### src/sv/grc_pkg.sv
// Shared constants and types for the grid ray caster.
package grc_pkg;
  localparam int unsigned MAP_SIDE  = 64;
  localparam int unsigned CODE_BITS = 8;
  localparam int unsigned FRAC_BITS = 10;
  localparam int unsigned MAX_DEPTH = 100;

  localparam int unsigned CELL_BITS  = $clog2(MAP_SIDE);
  localparam int unsigned ADDR_BITS  = 2 * CELL_BITS;
  localparam int unsigned CELL_COUNT = MAP_SIDE * MAP_SIDE;
  localparam int unsigned ENTRY_BITS = CODE_BITS + 1;

  localparam int unsigned DIST_BITS = 17;
  localparam int unsigned DIST_MAX  = (1 << DIST_BITS) - 1;
  localparam int unsigned LIM_RAW   = MAX_DEPTH << FRAC_BITS;
  localparam int unsigned LIMIT     = (LIM_RAW > DIST_MAX) ? DIST_MAX : LIM_RAW;

  // Reciprocal numerator is 2^(14+FRAC_BITS); one quotient bit per cycle.
  localparam int unsigned QUO_BITS = 15 + FRAC_BITS;
  localparam int unsigned CNT_BITS = $clog2(QUO_BITS);

  localparam int unsigned OP_BITS   = 18;
  localparam int unsigned PROD_BITS = 2 * OP_BITS;
  localparam int unsigned POS_BITS  = 36;

  typedef logic [DIST_BITS-1:0] dist_t;
  typedef logic signed [OP_BITS-1:0] op_t;
  typedef logic signed [PROD_BITS-1:0] prod_t;
endpackage

### src/sv/grc_mul.sv
// Shared signed multiplier with a registered product.
module grc_mul (
  input  logic           clk_i,
  input  grc_pkg::op_t   a_i,
  input  grc_pkg::op_t   b_i,
  output grc_pkg::prod_t p_o
);
  import grc_pkg::*;

  prod_t p_q;

  always_ff @(posedge clk_i) begin
    p_q <= a_i * b_i;
  end

  assign p_o = p_q;
endmodule

### config.mk
export PLATFORM = sky130hd
export DESIGN_NAME = grc_mul
export DESIGN_NICKNAME = d
export VERILOG_FILES = /design/src/sv/grc_pkg.sv /design/src/sv/grc_mul.sv
export SDC_FILE = /design/constraint.sdc
export NUM_CORES = 1
export LEC_CHECK = 0
export BUFFER_PORTS_ARGS = -buffer_cell sky130_fd_sc_hd__buf_2
export CORE_AREA = 2 2 152 213
export CTS_CLUSTER_DIAMETER = 200
export CTS_CLUSTER_SIZE = 25
export DETAILED_ROUTE_END_ITERATION = 6
export DIE_AREA = 0 0 154 215
export GPL_ROUTABILITY_DRIVEN = 0
export PLACE_DENSITY = 0.6
export SLEW_MARGIN = 20
export SYNTH_ARGS = -nofsm -noshare
export SYNTH_HDL_FRONTEND = slang
export SYNTH_SLANG_ARGS = --single-unit
export TNS_END_PERCENT = 30
### constraint.sdc
create_clock -name clk_i -period 16.1 [get_ports clk_i]
set_input_delay 0.805 -clock clk_i [delete_from_list [all_inputs] [get_ports clk_i]]
set_output_delay 0.805 -clock clk_i [all_outputs]
set_load 0.01 [all_outputs]
==> metrics.csv <==
stage,metric,value,unit
timing,rsz0062_at_grt,no,
global_routing,use_met1,23.37,%
synthesis,dominantRegCellSynth,dfxtp_1,
timing,setup_tns,0,ns
floorplan,initial_core_util,41.24,%
drt,detail-route-antenna-nets,0,
timing,fin_ws,8.751,ns
timing,hold_viol,0,
critical_path,crit_end,p_o[35],
critical_path,cp_cell_sequence,buf_2 > nand2_1 > inv_1 > fa_1 > inv_1 > fa_1 > inv_1 > ha_1 > inv_1 > fa_1 > inv_1 > fa_1 > inv_1 > fa_1 > inv_1 > ha_1 > and3_1 > and4_1 > o211ai_1 > o211ai_1 > o41ai_1 > o2111ai_1 > a21oi_1 > xnor2_1,
clock_network,clockBufferDepth,2,
timing,maxClockFrequency,136.1,MHz
floorplan,die_x,154,µm
critical_path,cp.arrival,7.59,ns
run,drv_cap,0,
synthesis,synth-seq-cells,36,
placed_design,io_buffers,72,
clock_network,hold_buffers,0,
drt,drt-total-wl,30680,µm
synthesis,synth_most_common_cell,inv_1,
critical_path,critPathMaxStageDelay,0.63,ns
global_routing,grt-ovfl-total,0,
critical_path,cp-end-kind,register,
drt,drt_first_pass_iters,7,
timing,fin_crit_sh,45.64,%
floorplan,num_rows,77,
min_path,hold_path_depth,2,
placed_design,dp_slack,8.296,ns
synthesis,syn_avg_cell_area,9.371,µm²
synthesis,postSynthCellCount,1378,
clock_network,post_cts_buffers,0,
clock_network,clk_pin_slew,0.07,ns
synthesis,netlist_area,12910,µm²
synthesis,synth_seq_area_share,5.581,%
drt,vias,8905,
synthesis,yosys.area.top_type_share,51.00,%
final_layout,largest_reg_flops,36,
synthesis,synth_edf_count,0,
critical_path,start_kind,input port,
global_routing,use_met2,36.56,%
floorplan,core_area,31310,µm²
global_routing,grt_pass1_wl,51160,µm
timing,worst_slew_pin_slew,0.8588,ns
floorplan,pin_count,73,
clock_network,cts-htree-levels,2,
synthesis,yosys.area.top_type,fa_1,
critical_path,required,16.34,ns
synthesis,ys_types,48,
drt,drc,0,
final_layout,multi_input_comb_area,10640,µm²
clock_network,clock-sinks,36,
final_layout,insertedDiodeCount,0,
global_routing,antenna_found_initial,0,
clock_network,numCtsBuffers,5,
synthesis,ys_top_cells_by_count,"inv_1, fa_1, and2_1",
final_layout,finalInstanceArea,13780,µm²
timing,drv_slew,0,
min_path,hp-start,b_i[0],
clock_network,post_cts_resize_count,0,
clock_network,cts_root_buf,clkbuf_16,
critical_path,crit_fanout,18,
critical_path,path_class,input port to register,
timing,finalSetupViolCount,0,
synthesis,yosysWarnings,0,
final_layout,ff_latch_area,720.7,µm²
synthesis,synth_nets,1837,
synthesis,synthTopCellsByArea,"fa_1, inv_1, ha_1",
global_routing,grt_pass1_vias,9920,
critical_path,startpoint,a_i[17],
final_layout,nFillCells,3067,
drt,viasPerCell,4.920,
critical_path,slowest_stage,o41ai_1,
synthesis,async_flop_share,0,%
placed_design,place_area,13610,µm²
global_routing,grt_use_met3,1.815,%
timing,max_slew_margin,42.60,%
drt,wl_per_cell,16.95,µm
floorplan,dieArea,33110,µm²
critical_path,crit_top_cell,inv_1,
clock_network,cts_tree,yes,
floorplan,die_y,215,µm
placed_design,dp_hpwl,25860,µm
global_routing,grt_max_degree,20,
global_routing,gr-max-usage-layer,met2,
global_routing,grt.total_usage,19.94,%
final_layout,nets,1873,
min_path,hold_class,input port to register,
final_layout,drive_gt1_share,6.502,%
final_layout,area_growth,6.676,%
timing,layout_min_cycle_time,7.349,ns
outcome,status,"complete, no violations",
drt,drt-initial-drc-count,399,
## worst max-delay path, delay by kind of cell
| family | cells | cell delay [ns] |
|---|---|---|
| AO/OA/AOI/OAI | 5 | 1.48 |
| buffers and inverters | 8 | 1.24 |
| adder cells (fa/ha/maj) | 7 | 3.28 |
| XOR/XNOR | 1 | 0.15 |
| AND/OR/NAND/NOR | 3 | 0.61 |
## how the worst min path moves through the flow
stage | to
after detailed placement | p_o[14]
final | p_o[0]
after floorplan | p_o[0]
after global routing | p_o[0]
after global placement | p_o[7]
after CTS | p_o[0]
## layer usage
layer  wire, µm  up-vias
li1           -     4047
met4       1534        0
met2      16620      192
met3        963       54
met5          0        -
met1      11560     4612
## cells in the final DEF, fill, tap and decap left out, drive strengths merged, types with 2 or more instances in the layout
cell       n
inv      371
fa       329
and2     163
nand2    157
ha        93
buf       73
dfxtp     36
xnor2     32
a21oi     22
nor2      18
nor2b     17
o21ai     16
nand2b     9
a21o       8
nand3      6
clkbuf     6
o211ai     5
o21bai     5
nor3       5
a31oi      5
a21boi     3
a211o      3
a2111oi    3
xor2       2
nand4      2
and4       2
or2        2
a211oi     2
o2111ai    2
a221oi     2
## cell type report
class | instances | share of cell area [%]
multi-input combinational | 927 | 77.21
inverter | 371 | 10.11
sequential | 36 | 5.232
tap | 395 | 3.588
timing repair buffer | 73 | 2.670
clock buffer | 6 | 0.9355
clock inverter | 2 | 0.2543
## logic make-up after synthesis
group                      after synthesis  synth area share, %
DFF                                     36                5.581
AOI/OAI and AO/OA                       82                4.477
and+or+nand+nor                        387                15.40
muxes                                    2               0.1647
adders and majority gates              422                60.01
xor gates and xnor gates                34                2.306
buffers and inverters                  415                12.06
## through the flow
step,instances,hold slack (ns),utilization (%)
after floorplan,1378,0.9267,-
after global placement,1802,1.200,43.47
after detailed placement,1802,1.200,43.47
after CTS,1810,0.9363,44.00
after global routing,1810,0.9523,44.00
final,1810,0.9510,44.00
Power is not shown: default switching activity piles up to over one toggle a cycle in this logic, so the estimate is an artifact.
