===== config.mk =====
export PLATFORM = sky130hd
export DESIGN_NAME = grc_div
export DESIGN_NICKNAME = d
export VERILOG_FILES = /design/src/sv/grc_pkg.sv /design/src/sv/grc_div.sv
export SDC_FILE = /design/constraint.sdc
export NUM_CORES = 1
export LEC_CHECK = 0
export BUFFER_PORTS_ARGS = -buffer_cell sky130_fd_sc_hd__buf_4
export CORE_ASPECT_RATIO = 0.6
export CORE_MARGIN = 4
export CORE_UTILIZATION = 35
export CTS_BUF_LIST = sky130_fd_sc_hd__clkbuf_8
export DETAILED_ROUTE_END_ITERATION = 16
export MAX_ROUTING_LAYER = met4
export PLACE_DENSITY = 0.58
export SYNTH_ARGS = -nofsm -noshare
export SYNTH_HDL_FRONTEND = slang
export SYNTH_SLANG_ARGS = --single-unit

===== constraint.sdc =====
create_clock -name clk_i -period 3.1 [get_ports clk_i]
set_input_delay 0.31 -clock clk_i [delete_from_list [all_inputs] [get_ports clk_i]]
set_output_delay 0.31 -clock clk_i [all_outputs]
set_load 0.02 [all_outputs]

===== src/sv/grc_pkg.sv =====
// Shared constants and types for the grid ray caster.
package grc_pkg;
  localparam int unsigned MAP_SIDE  = 64;
  localparam int unsigned CODE_BITS = 8;
  localparam int unsigned FRAC_BITS = 10;
  localparam int unsigned MAX_DEPTH = 100;

  localparam int unsigned CELL_BITS  = $clog2(MAP_SIDE);
  localparam int unsigned ADDR_BITS  = 2 * CELL_BITS;
  localparam int unsigned CELL_COUNT = MAP_SIDE * MAP_SIDE;
  localparam int unsigned ENTRY_BITS = CODE_BITS + 1;

  localparam int unsigned DIST_BITS = 17;
  localparam int unsigned DIST_MAX  = (1 << DIST_BITS) - 1;
  localparam int unsigned LIM_RAW   = MAX_DEPTH << FRAC_BITS;
  localparam int unsigned LIMIT     = (LIM_RAW > DIST_MAX) ? DIST_MAX : LIM_RAW;

  // Reciprocal numerator is 2^(14+FRAC_BITS); one quotient bit per cycle.
  localparam int unsigned QUO_BITS = 15 + FRAC_BITS;
  localparam int unsigned CNT_BITS = $clog2(QUO_BITS);

  localparam int unsigned OP_BITS   = 18;
  localparam int unsigned PROD_BITS = 2 * OP_BITS;
  localparam int unsigned POS_BITS  = 36;

  typedef logic [DIST_BITS-1:0] dist_t;
  typedef logic signed [OP_BITS-1:0] op_t;
  typedef logic signed [PROD_BITS-1:0] prod_t;
endpackage


===== src/sv/grc_div.sv =====
// Restoring divider that forms a saturated 2^(14+FRAC_BITS) / divisor, one bit a cycle.
module grc_div (
  input  logic          clk_i,
  input  logic          rst_ni,
  input  logic          start_i,
  input  logic [15:0]   divisor_i,
  output logic          done_o,
  output grc_pkg::dist_t quot_o
);
  import grc_pkg::*;

  logic                run_q, run_d;
  logic [CNT_BITS-1:0] cnt_q, cnt_d;
  logic [15:0]         rem_q, rem_d;
  logic [QUO_BITS-1:0] quo_q, quo_d;
  logic [15:0]         div_q, div_d;
  logic                done_q, done_d;
  logic [16:0]         trial;
  logic                fits;

  // Only the leading dividend bit is set.
  assign trial = {rem_q, (cnt_q == '0)};
  assign fits  = trial >= {1'b0, div_q};

  always_comb begin
    run_d  = run_q;
    cnt_d  = cnt_q;
    rem_d  = rem_q;
    quo_d  = quo_q;
    div_d  = div_q;
    done_d = 1'b0;
    if (start_i) begin
      run_d = 1'b1;
      cnt_d = '0;
      rem_d = '0;
      quo_d = '0;
      div_d = divisor_i;
    end else if (run_q) begin
      rem_d = fits ? 16'(trial - {1'b0, div_q}) : trial[15:0];
      quo_d = {quo_q[QUO_BITS-2:0], fits};
      cnt_d = cnt_q + 1'b1;
      if (cnt_q == CNT_BITS'(QUO_BITS - 1)) begin
        run_d  = 1'b0;
        done_d = 1'b1;
      end
    end
  end

  always_ff @(posedge clk_i or negedge rst_ni) begin
    if (!rst_ni) begin
      run_q  <= 1'b0;
      done_q <= 1'b0;
      cnt_q  <= '0;
    end else begin
      run_q  <= run_d;
      done_q <= done_d;
      cnt_q  <= cnt_d;
    end
  end

  always_ff @(posedge clk_i) begin
    rem_q <= rem_d;
    quo_q <= quo_d;
    div_q <= div_d;
  end

  assign done_o = done_q;
  assign quot_o = (quo_q[QUO_BITS-1:DIST_BITS] != '0) ? dist_t'(DIST_MAX)
                                                       : quo_q[DIST_BITS-1:0];
endmodule


==> impl_metrics.csv <==
group,metric,value,unit
placement,place.detailed.hpwl,5500,µm
finish,area_growth_syn_to_layout,17.4,%
finish,final_nets,453,
clock_network,insertion_delay,0.35,ns
placement,numPlacedInstances,537,
synthesis,synth_ff_type,"dfxtp_1",
placement,portBuffers,36,
timing,rsz0062_at_grt,"false",
floorplan,core-area,9950,µm²
timing,timing.final.crit_period,2.93,ns
worst_setup_path,critPathKind,"flip-flop to flip-flop",
clock_network,clock_tree_from_tritoncts,"yes",
finish,design_area,4220,µm²
synthesis,total_of_flip_flops_plus_latches_after_synthesis,64,
floorplan,start_util,36.2,%
synthesis,parity_gate_share_of_the_synthesized_area_counting_xor_and_xnor_cells,2.43,%
pwr,ir_worst_vdd,181,µV
routing,drt_first_iter_violations,235,
routing,firstDrtPassIters,4,
global_routing,globalRouteMet2Util,17.9,%
floorplan,placementRows,28,
global_routing,grt_use_met3,4.24,%
routing,num_vias,2781,
clock_network,cts.root.buffer_cell,"clkbuf_8",
floorplan,die-area,12000,µm²
synthesis,synth_sequential_area_ratio,41.0,%
global_routing,grt-busiest-layer,"met1",
pwr,p_per_area,421,nW/µm²
global_routing,grt_max_degree,35,
worst_hold_path,worst_hold_startpoint,"divisor_i[4]",
timing,period_share,94.5,%
worst_hold_path,hold_path_class,"input port to flip-flop",
finish,share_of_layout_cells_above_drive_strength_1,23.6,%
clock_network,cts_max_level,3,
worst_setup_path,end_kind,"flip-flop",
pwr,cellLeakagePower,2.06,nW
worst_setup_path,required,3.31,ns
routing,average_wire_per_cell_in_the_routed_design,13.9,µm
synthesis,total_nets_after_synthesis,414,
routing,wl,7700,µm
synthesis,syn_area,3600,µm²
worst_setup_path,reg2reg_from,"cnt_q[0]",
timing,final-hold-violation-count,0,
worst_setup_path,worstPathMaxFanout,4,
global_routing,vias_in_the_first_global_route,2646,
status,run_status,"finished, final reports clean",
synthesis,post_synth_inst_count,376,
synthesis,ys_async_sr_fraction,10.9,%
synthesis,yosysTopAreaCellShare,22.8,%
placement,place_congestion,0.867,
synthesis,netlist.top_cell.by_area,"dfxtp_1",
floorplan,die_h,86.5,µm
timing,timing.clock.skew,0.0126,ns
clock_network,clock_transition_at_the_register_clock_pins_on_the_worst_setup_and_hold_paths_after_cts,0.08,ns
finish,final-instance-count-excl-fill,555,
timing,max_clock_freq,0.341,GHz
global_routing,antenna_found_initial,0,
job,max-cap-violations,0,
finish,num-fill-cells,997,
worst_setup_path,arrival,3.14,ns
floorplan,die_w,139,µm
timing,relSlewSlack,60.2,%
finish,antenna-diode-count,0,
synthesis,synth_area_per_cell,9.57,µm²
finish,footprint_of_the_flip_flops_and_latches,1480,µm²
timing,worst_pin_slew,0.591,ns
global_routing,grt.overflow.total,0,
synthesis,yosys_warnings,0,
timing,fin_hold_ws,0.133,ns
routing,post_drt_via_cell_ratio,5.01,
synthesis,muxShareOfSynthArea,9.60,%
placement,post_dp_cell_area,4020,µm²
clock_network,cts-buffers-inserted,9,
synthesis,synth.lib_cells_used.distinct,65,
synthesis,synth_compound_gate_area_share,14.8,%
synthesis,synth.most_common_cell,"nor2_1",
synthesis,synth_top_family_by_area,"simple AND/OR/NAND/NOR gates",
clock_network,clock_sinks,64,
worst_setup_path,crit_path_start,"cnt_q[0]",
finish,multi_input_combinational_cell_area,1940,µm²
routing,postRouteAntennaNets,0,
pwr,total_power,1.78,mW
routing,drcViolationCount,0,
synthesis,synth_simple_gate_area_share,20.1,%
timing,finalSetupViolCount,0,
timing,fin_setup_tns,0,ns
timing,drv_slew,0,
floorplan,ioPinCount,37,
synthesis,synth.cells.most_frequent,"51 x nor2_1, 41 x dfxtp_1, 33 x mux2i_1",
global_routing,gr-usage-met1,21.0,%
global_routing,grt.total_usage,14.1,%
clock_network,cts_buffer_depth,2,
global_routing,grt_pass1_wl,13300,µm
synthesis,synth_enable_flop_cells,16,
synthesis,synth.top_cells.by_area,"dfxtp_1 23%, edfxtp_1 13%, mux2i_1 9.2%, ha_1 6.3%, nor2_1 5.3%",
synthesis,synthAdderAreaFrac,6.82,%
worst_setup_path,cp-start-kind,"flip-flop",
==> layout by cell type (no fill, tap or decap), types with 2 or more instances in the layout <==
master,Yosys,layout
a211oi_1,7,7
a21o_1,3,3
a21oi_1,11,11
a311oi_1,6,6
a31oi_1,6,6
and2_1,2,2
and3_1,3,3
and4_4,2,2
buf_4,2,48
clkbuf_8,0,10
clkinv_2,0,2
clkinv_4,0,2
dfrtp_1,7,6
dfxtp_1,41,41
edfxtp_1,16,16
ha_1,18,17
inv_1,22,22
mux2i_1,33,33
nand2_1,16,16
nand2b_1,15,15
nand3_1,9,9
nand3b_1,2,2
nand4_1,3,3
nand4b_1,2,2
nor2_1,51,51
nor2b_1,3,2
nor3_1,3,3
nor4_1,3,3
o21ai_0,4,4
o21ai_1,3,3
o221ai_1,2,2
o311ai_0,2,2
o31ai_1,2,2
or2_2,19,19
or3_1,2,2
xnor2_1,4,4
xor2_1,6,6
==> sequential cells by signal, summed over array words and instances (netlist names) <==
signal / cells
quo_q: 25
div_q: 16
rem_q: 16
cnt_q: 5
done_o: 1
run_q: 1
==> stage by stage <==
stage | setup WS, ns | utilization (%)
2_1_floorplan | 0.213 | -
3_3_place_gp | 0.0573 | 40.4
4_1_cts | 0.145 | 42.4
5_1_grt | 0.00728 | 42.4
6_report | 0.170 | 42.4
3_5_place_dp | -0.0174 | 40.4
==> layer usage <==
metal / share of wire (%) / wire, µm
met3: 5.1 / 394
met2: 37 / 2840
met4: 0.96 / 74
met5: 0 / 0
met1: 57 / 4390
==> report_power, final <==
part	internal, mW	total, mW	switching (mW)
combinational	0.102	0.223	0.121
sequential	0.882	0.893	0.0116
clock	0.315	0.662	0.347
==> worst max-delay path, stage by stage (launching register included) <==
cell	delay [ns]
dfrtp_1	0.38
inv_1	0.06
ha_1	0.16
or4b_4	0.48
ha_2	0.20
fa_1	0.40
nor2b_2	0.14
o2111ai_1	0.13
a31oi_1	0.23
buf_4	0.16
nor4_1	0.05
o31ai_1	0.27
a311oi_1	0.13
==> what timing repair did <==
item / 4_1_cts / 5_1_grt
hold buffers: 1 / 0
pin swaps: 2 / 1
hold endpoints to repair: 7 / 0
buffers inserted: 1 / 0
setup endpoints to repair: 1 / 1
resized for setup: 2 / 1
==> cell families (layout without fill, tap and decap cells) <==
kind of cell	after synthesis	count (layout)
buf+inv	43	87
fa+ha+maj	19	19
simple gates	140	140
flops	64	64
xor+xnor	10	10
mux	34	34
compound gates	66	66
==> final cells by class <==
cell class                 count  share of cell area, %
sequential                    64                   35.0
clock inverter                 6                   1.01
timing repair buffer          49                   8.77
multi-input combinational    269                   46.0
inverter                      22                   1.96
tap                          135                   4.00
clock buffer                  10                   3.26
==> final timing paths <==
check                      slack, ns        end  cells past startpoint
max                             0.17  rem_q[14]                     12
min                             0.13   div_q[4]                      1
min in group asynchronous       0.31   cnt_q[3]                      2
max reg2reg                     0.17  rem_q[14]                     12
max in group asynchronous       2.64      run_q                      2
min reg2reg                     0.50   rem_q[7]                      2
(Power assumes the default switching activity.)
