--- config.mk ---
export PLATFORM = sky130hd
export DESIGN_NAME = grc_ram
export DESIGN_NICKNAME = d
export VERILOG_FILES = /design/src/sv/grc_ram.sv
export SDC_FILE = /design/constraint.sdc
export NUM_CORES = 1
export LEC_CHECK = 0
export ABC_AREA = 1
export BUFFER_PORTS_ARGS = -buffer_cell sky130_fd_sc_hd__buf_2
export CAP_MARGIN = 20
export CORE_UTILIZATION = 30
export DETAILED_ROUTE_END_ITERATION = 10
export PLACE_DENSITY = 0.42
export SLEW_MARGIN = 20
export SYNTH_ARGS = -nofsm -noshare
export SYNTH_HDL_FRONTEND = slang
export SYNTH_SLANG_ARGS = --single-unit
--- constraint.sdc ---
create_clock -name clk_i -period 2.3 [get_ports clk_i]
set_clock_uncertainty 0.15 [all_clocks]
set_input_delay 0 -clock clk_i [delete_from_list [all_inputs] [get_ports clk_i]]
set_output_delay 0 -clock clk_i [all_outputs]
set_load 0.1 [all_outputs]
--- src/sv/grc_ram.sv ---
// Generic single-write, single-read RAM with registered read data.
module grc_ram #(
  parameter int unsigned WIDTH = 8,
  parameter int unsigned DEPTH = 16
) (
  input  logic                     clk_i,
  input  logic                     we_i,
  input  logic [$clog2(DEPTH)-1:0] waddr_i,
  input  logic [WIDTH-1:0]         wdata_i,
  input  logic [$clog2(DEPTH)-1:0] raddr_i,
  output logic [WIDTH-1:0]         rdata_o
);
  logic [WIDTH-1:0] mem_q [DEPTH];

  always_ff @(posedge clk_i) begin
    if (we_i) begin
      mem_q[waddr_i] <= wdata_i;
    end
    rdata_o <= mem_q[raddr_i];
  end
endmodule

==> qor.yml, run 1 <==
run_status:
  status: "completed"
clock_network:
  root_buffer: "clkbuf_16"
  htreeDepth: 4
  cts.sinks: 136
  clock_latency_ns: 0.41
  clk_pin_slew_worst_paths_ns: 0.06
  clockBufferDepth: 2
  post_cts.repair.setup_buffers: 0
  cts_buffers: 17
  tritoncts: "built"
global_route:
  antenna_found_initial: 0
  track_usage_pct: 16.63
  overflow: 0
  grt_pass1_vias: 3786
  grt_pass1_wl_um: 23560
  grt_max_degree: 65
synthesis:
  ys_warn_count: 0
  ys_seq_elements: 136
  syn_nets: 569
  syn_area_um2: 5767
  synth_cells: 551
  yosysUniqueCellTypes: 12
  avgSynthCellArea_um2: 10.47
  seq_area_frac_synth_pct: 69.43
critical_path:
  crit_arrival_ns: 2.32
  path_max_fanout: 1
  startpoint_type: "flop"
  endpoint_kind: "flop"
  critPathKind: "flop to flop"
  crit_required_ns: 2.45
layout:
  nFillCells: 1877
  drive_gt1_share_pct: 10.69
  post-route-util_pct: 36.47
  finalNetCount: 613
  diodes: 0
  final_cells: 842
  area_delta_synth_final_pct: 18.70
  stdcell_area_um2: 6845
  multiInputGateArea_um2: 1219
  ff_latch_area_um2: 4004
placement:
  dpl-instance-area_um2: 6106
  dpl.hpwl_um: 9464
  placed_cells: 796
  globalplace.congestion: 0.7983
  dp_slack_ns: 0.6728
  io_buffers: 25
routing:
  first_iter_violations: 292
  drt_wl_total_um: 15360
  avgRoutedWirePerCell_um: 18.24
  drtAntennaViolNets: 0
  vias: 3887
  viasPerCell: 4.616
  post-route-drc-count: 0
  first_pass_iters: 5
flow_run:
  cap_violations: 0
pwr:
  p_leak_nw: 2.926
  peakVddDrop_v: 0.0004756
  power-per-cell-area_nw_per_um2: 883.1
timing:
  fin_crit_ns: 2.177
  setup_violations: 0
  worst_slack_ns: 0.1233
  maxSlewViolCount: 0
  worst_slew_pin_slew_ns: 0.9875
  tns_ns: 0
  max_freq_mhz: 459.4
  hold_viol: 0
  rsz0062_at_grt: "no"
  period_share_pct: 94.64
  max_slew_margin_pct: 33.93
die:
  die_h_um: 140.6
  die-width_um: 140.6
  io_pins: 26
  start_util_pct: 30.73
  rows: 50
  coreArea_um2: 18770
  dieArea_um2: 19780
min_path:
  min_path_type: "primary input to flop"
-- worst paths after layout --
path	startpoint	end	slack, ns	cells past startpoint
setup reg to reg	mem_q[9][5]	rdata_o[5]	0.12	8
hold reg to reg	mem_q[12][1]	rdata_o[1]	0.54	6
hold / removal	raddr_i[2]	rdata_o[2]	0.02	4
setup / recovery	mem_q[9][5]	rdata_o[5]	0.12	8
-- metrics by stage --
step | power, mW | hold WS [ns]
2_1_floorplan | 3.149 | -0.05113
3_3_place_gp | 3.314 | 0.2747
3_5_place_dp | 3.311 | 0.2652
4_1_cts | 6.091 | 0.008792
5_1_grt | 6.244 | 0.03494
6_report | 6.045 | 0.02073
-- where the power goes --
group	internal, mW	switching, mW	leakage [nW]
registers	2.77	0.0207	1.22
clock network	1.80	0.970	0.296
logic	0.111	0.373	1.41
total	4.68	1.36	2.93
-- cell families after synthesis --
| group | after synthesis | synth area share [%] |
|---|---|---|
| buffers and inverters | 126 | 9.525 |
| flip-flops | 136 | 69.43 |
| AND/OR/NAND/NOR | 289 | 21.05 |
-- metal layers --
layer	wire length, um	vias to the layer above	global-route usage [%]	share of wire, %
li1	-	1860	-	-
met1	7321	1908	22.87	48
met2	7086	103	26.00	46
met3	742	16	3.974	4.8
met4	210	0	5.034	1.4
met5	0	-	0	0
-- what timing repair did --
action	in CTS	in global routing
endpoints found under the setup margin	0	1
hold endpoints to repair	136	0
resized for setup	0	1
hold buffers	14	0
-- critical path, stage by stage, from the launching register on --
cell	delay [ns]
edfxtp_1	0.35
inv_1	0.06
nand2_1	0.04
nand3_1	0.10
nand3_1	0.11
nand3_1	0.12
dlygate4sd3_1	0.54
nand2_1	0.05
dlygate4sd3_1	0.54
-- cell usage after synthesis (all sizes together) --
master	number	area, um^2
dfxtp	8	160.2
edfxtp	128	3844
nand2	173	649.4
nand3b	2	15.01
nand3	97	485.5
buf	24	166.4
nor2	17	63.81
inv	102	382.9
-- flip-flops by register name, indices dropped and copies added, names as in the netlist --
register,count
rdata_o,8
mem_q,128
-- cell usage in the layout, fill, tap and decap left out --
cell,instances
clkbuf_1,4
inv_2,2
nand3_2,1
bufinv_16,4
clkbuf_16,17
buf_4,9
nand3b_1,2
clkinv_2,6
clkinv_1,1
buf_12,1
nor2_1,17
inv_1,100
dlygate4sd3_1,14
dfxtp_1,8
edfxtp_1,128
nand3_1,96
nand2_1,173
buf_2,25
-- cell type report --
class                   count  area share, %
flip-flops and latches    136          58.49
multi-input cells         289          17.80
clock buffers              21          6.434
inverters                 102          5.593
repair buffers             49          5.154
well taps                 234          4.277
clock inverters            11          2.248
Power figures use the tool's default switching activity.
==> run 2: changes to the inputs <==
--- a/config.mk
+++ b/config.mk
@@ -11,6 +11,7 @@
 export CORE_UTILIZATION = 30
 export DETAILED_ROUTE_END_ITERATION = 10
 export PLACE_DENSITY = 0.42
+export RECOVER_POWER = 100
 export SLEW_MARGIN = 20
 export SYNTH_ARGS = -nofsm -noshare
 export SYNTH_HDL_FRONTEND = slang
==> run 2 against run 1 <==
  * Count of clock-buffer cells in the layout did not move
  * Final cell count did not move
  * Global-route usage did not move
  * Fmax fell by 0.13%
  * First-iteration DRC count fell by 7.2%
  * Via count fell by 1.2%
  * Flip-flop and latch count did not move
  * Largest cell class unchanged
==> qor.yml, run 2 (synthesis results as in run 1) <==
die:
  die_h_um: 140.6  # unchanged
  coreArea_um2: 18770  # unchanged
  rows: 50  # unchanged
  dieArea_um2: 19780  # unchanged
  die-width_um: 140.6  # unchanged
  io_pins: 26  # unchanged
  start_util_pct: 30.73  # unchanged
pwr:
  peakVddDrop_v: 0.0004763  # +0.15%
  power-per-cell-area_nw_per_um2: 887.7  # +0.52%
  total_power_mw: 6.035  # -0.16%
  p_leak_nw: 2.848  # -2.7%
clock_network:
  cts_buffers: 17  # unchanged
  root_buffer: "clkbuf_16"
  clock_latency_ns: 0.41  # about the same
  tritoncts: "built"
  htreeDepth: 4  # unchanged
  cts.sinks: 136  # unchanged
  clockBufferDepth: 2  # unchanged
  clk_pin_slew_worst_paths_ns: 0.06  # about the same
global_route:
  overflow: 0  # unchanged
  grt_pass1_wl_um: 23560  # unchanged
  track_usage_pct: 16.63  # unchanged
  grt_pass1_vias: 3786  # unchanged
  grt_max_degree: 65  # unchanged
  antenna_found_initial: 0  # unchanged
layout:
  top_register: "mem_q"
  layout_commonest_cell: "nand2_1"
  largest_reg_flops: 128  # unchanged
  nFillCells: 1894  # +0.91%
  area_delta_synth_final_pct: 17.90
  drive_gt1_share_pct: 6.579  # -4.1 points
  diodes: 0  # unchanged
  finalNetCount: 613  # unchanged
  ff_latch_area_um2: 4004  # unchanged
  multiInputGateArea_um2: 1219  # unchanged
  layout_common_cells: "nand2_1 (173), edfxtp_1 (128), inv_1 (100)"
  biggestRegsByFlops: "mem_q x128, rdata_o x8"
routing:
  first_pass_iters: 4  # -1
  vias: 3842  # -1.2%
  first_iter_violations: 271  # -7.2%
  drt_wl_total_um: 15340  # -0.16%
  drtAntennaViolNets: 0  # unchanged
  viasPerCell: 4.563  # -1.2%
  avgRoutedWirePerCell_um: 18.21  # -0.16%
  post-route-drc-count: 0  # unchanged
critical_path:
  crit_buf_inv: 3  # unchanged
  crit_required_ns: 2.45  # about the same
  cp_cell_sequence: "inv_1 -> nand2_1 -> nand3_1 -> nand3_1 -> nand3_1 -> dlygate4sd3_1 -> nand2_1 -> dlygate4sd3_1"
  crit_arrival_ns: 2.33  # about the same
  path_max_fanout: 1  # unchanged
  cp_slowest_cell: "dlygate4sd3_1"
  endpoint_kind: "flop"
  startpoint_type: "flop"
  slowest_delay_ns: 0.55  # about the same
  crit_family: "buffers and inverters"
  critPathKind: "flop to flop"
  crit_top_cell: "nand3_1"
timing:
  hold_viol: 0  # unchanged
  tns_ns: 0  # unchanged
  period_share_pct: 94.76  # +0.12 points
  maxSlewViolCount: 0  # unchanged
  rsz0062_at_grt: "no"
  fin_crit_ns: 2.179  # +0.002818 ns
  worst_slew_pin_slew_ns: 1.211  # +0.2239 ns
  max_freq_mhz: 458.8  # -0.13%
  max_slew_margin_pct: 19.59  # -14 points
  setup_violations: 0  # unchanged
run_status:
  status: "completed"
placement:
  globalplace.congestion: 0.7983  # unchanged
  io_buffers: 25  # unchanged
  dpl.hpwl_um: 9464  # unchanged
min_path:
  min_path_type: "primary input to flop"
flow_run:
  cap_violations: 0  # unchanged
[run 2: cell type report]
cell class / instances / share of cell area [%]
sequential: 136 / 58.89
clock inverter: 11 / 2.264
clock buffer: 21 / 6.478
tap: 234 / 4.306
multi-input combinational: 289 / 17.92
inverter: 102 / 5.631
timing repair buffer: 49 / 4.509
[run 2: repair_timing]
action,CTS,global route
hold buffers,14,0
setup endpoints to repair,0,1
resized for setup,0,1
setup buffers,0,0
endpoints found under the hold margin,136,0
[run 2: worst register-to-register path, cell delays in order, from the launching register on]
cell and delay (ns):
edfxtp_1 0.35, inv_1 0.06, nand2_1 0.04, nand3_1 0.10, nand3_1 0.11, nand3_1 0.12
dlygate4sd3_1 0.55, nand2_1 0.05, dlygate4sd3_1 0.54
[run 2: worst paths after layout]
| kind | from | to | slack, ns | depth (start not counted) |
|---|---|---|---|---|
| max | mem_q[9][5] | rdata_o[5] | 0.12 | 8 |
| min | raddr_i[2] | rdata_o[2] | 0.02 | 4 |
| max reg2reg | mem_q[9][5] | rdata_o[5] | 0.12 | 8 |
| min reg2reg | mem_q[12][1] | rdata_o[1] | 0.54 | 6 |
[run 2: metrics by stage]
stage	hold slack, ns	cells	area (um^2)	setup WS (ns)	utilization [%]
floorplan	-0.05113	551	5767	1.199	-
global placement	0.2747	796	6106	0.6981	32.53
detailed placement	0.2652	796	6106	0.6728	32.53
CTS	0.008792	842	6840	0.1084	36.45
finish	0.01892	842	6799	0.1205	36.23
global route	0.03494	842	6799	0.00005240	36.23
[run 2: power breakdown]
part	internal, mW	total, mW	switching, mW	leakage [nW]
Sequential	2.77	2.79	0.0210	1.22
Combinational	0.102	0.475	0.373	1.33
Clock	1.80	2.77	0.968	0.296
[run 2: metal layers]
metal | track usage [%] | vias to the layer above | share of wire, %
met5 | 0 | - | 0
met4 | 5.034 | 0 | 1.4
met1 | 22.87 | 1877 | 48
met3 | 3.974 | 17 | 5.3
met2 | 26.00 | 86 | 46
li1 | - | 1862 | -
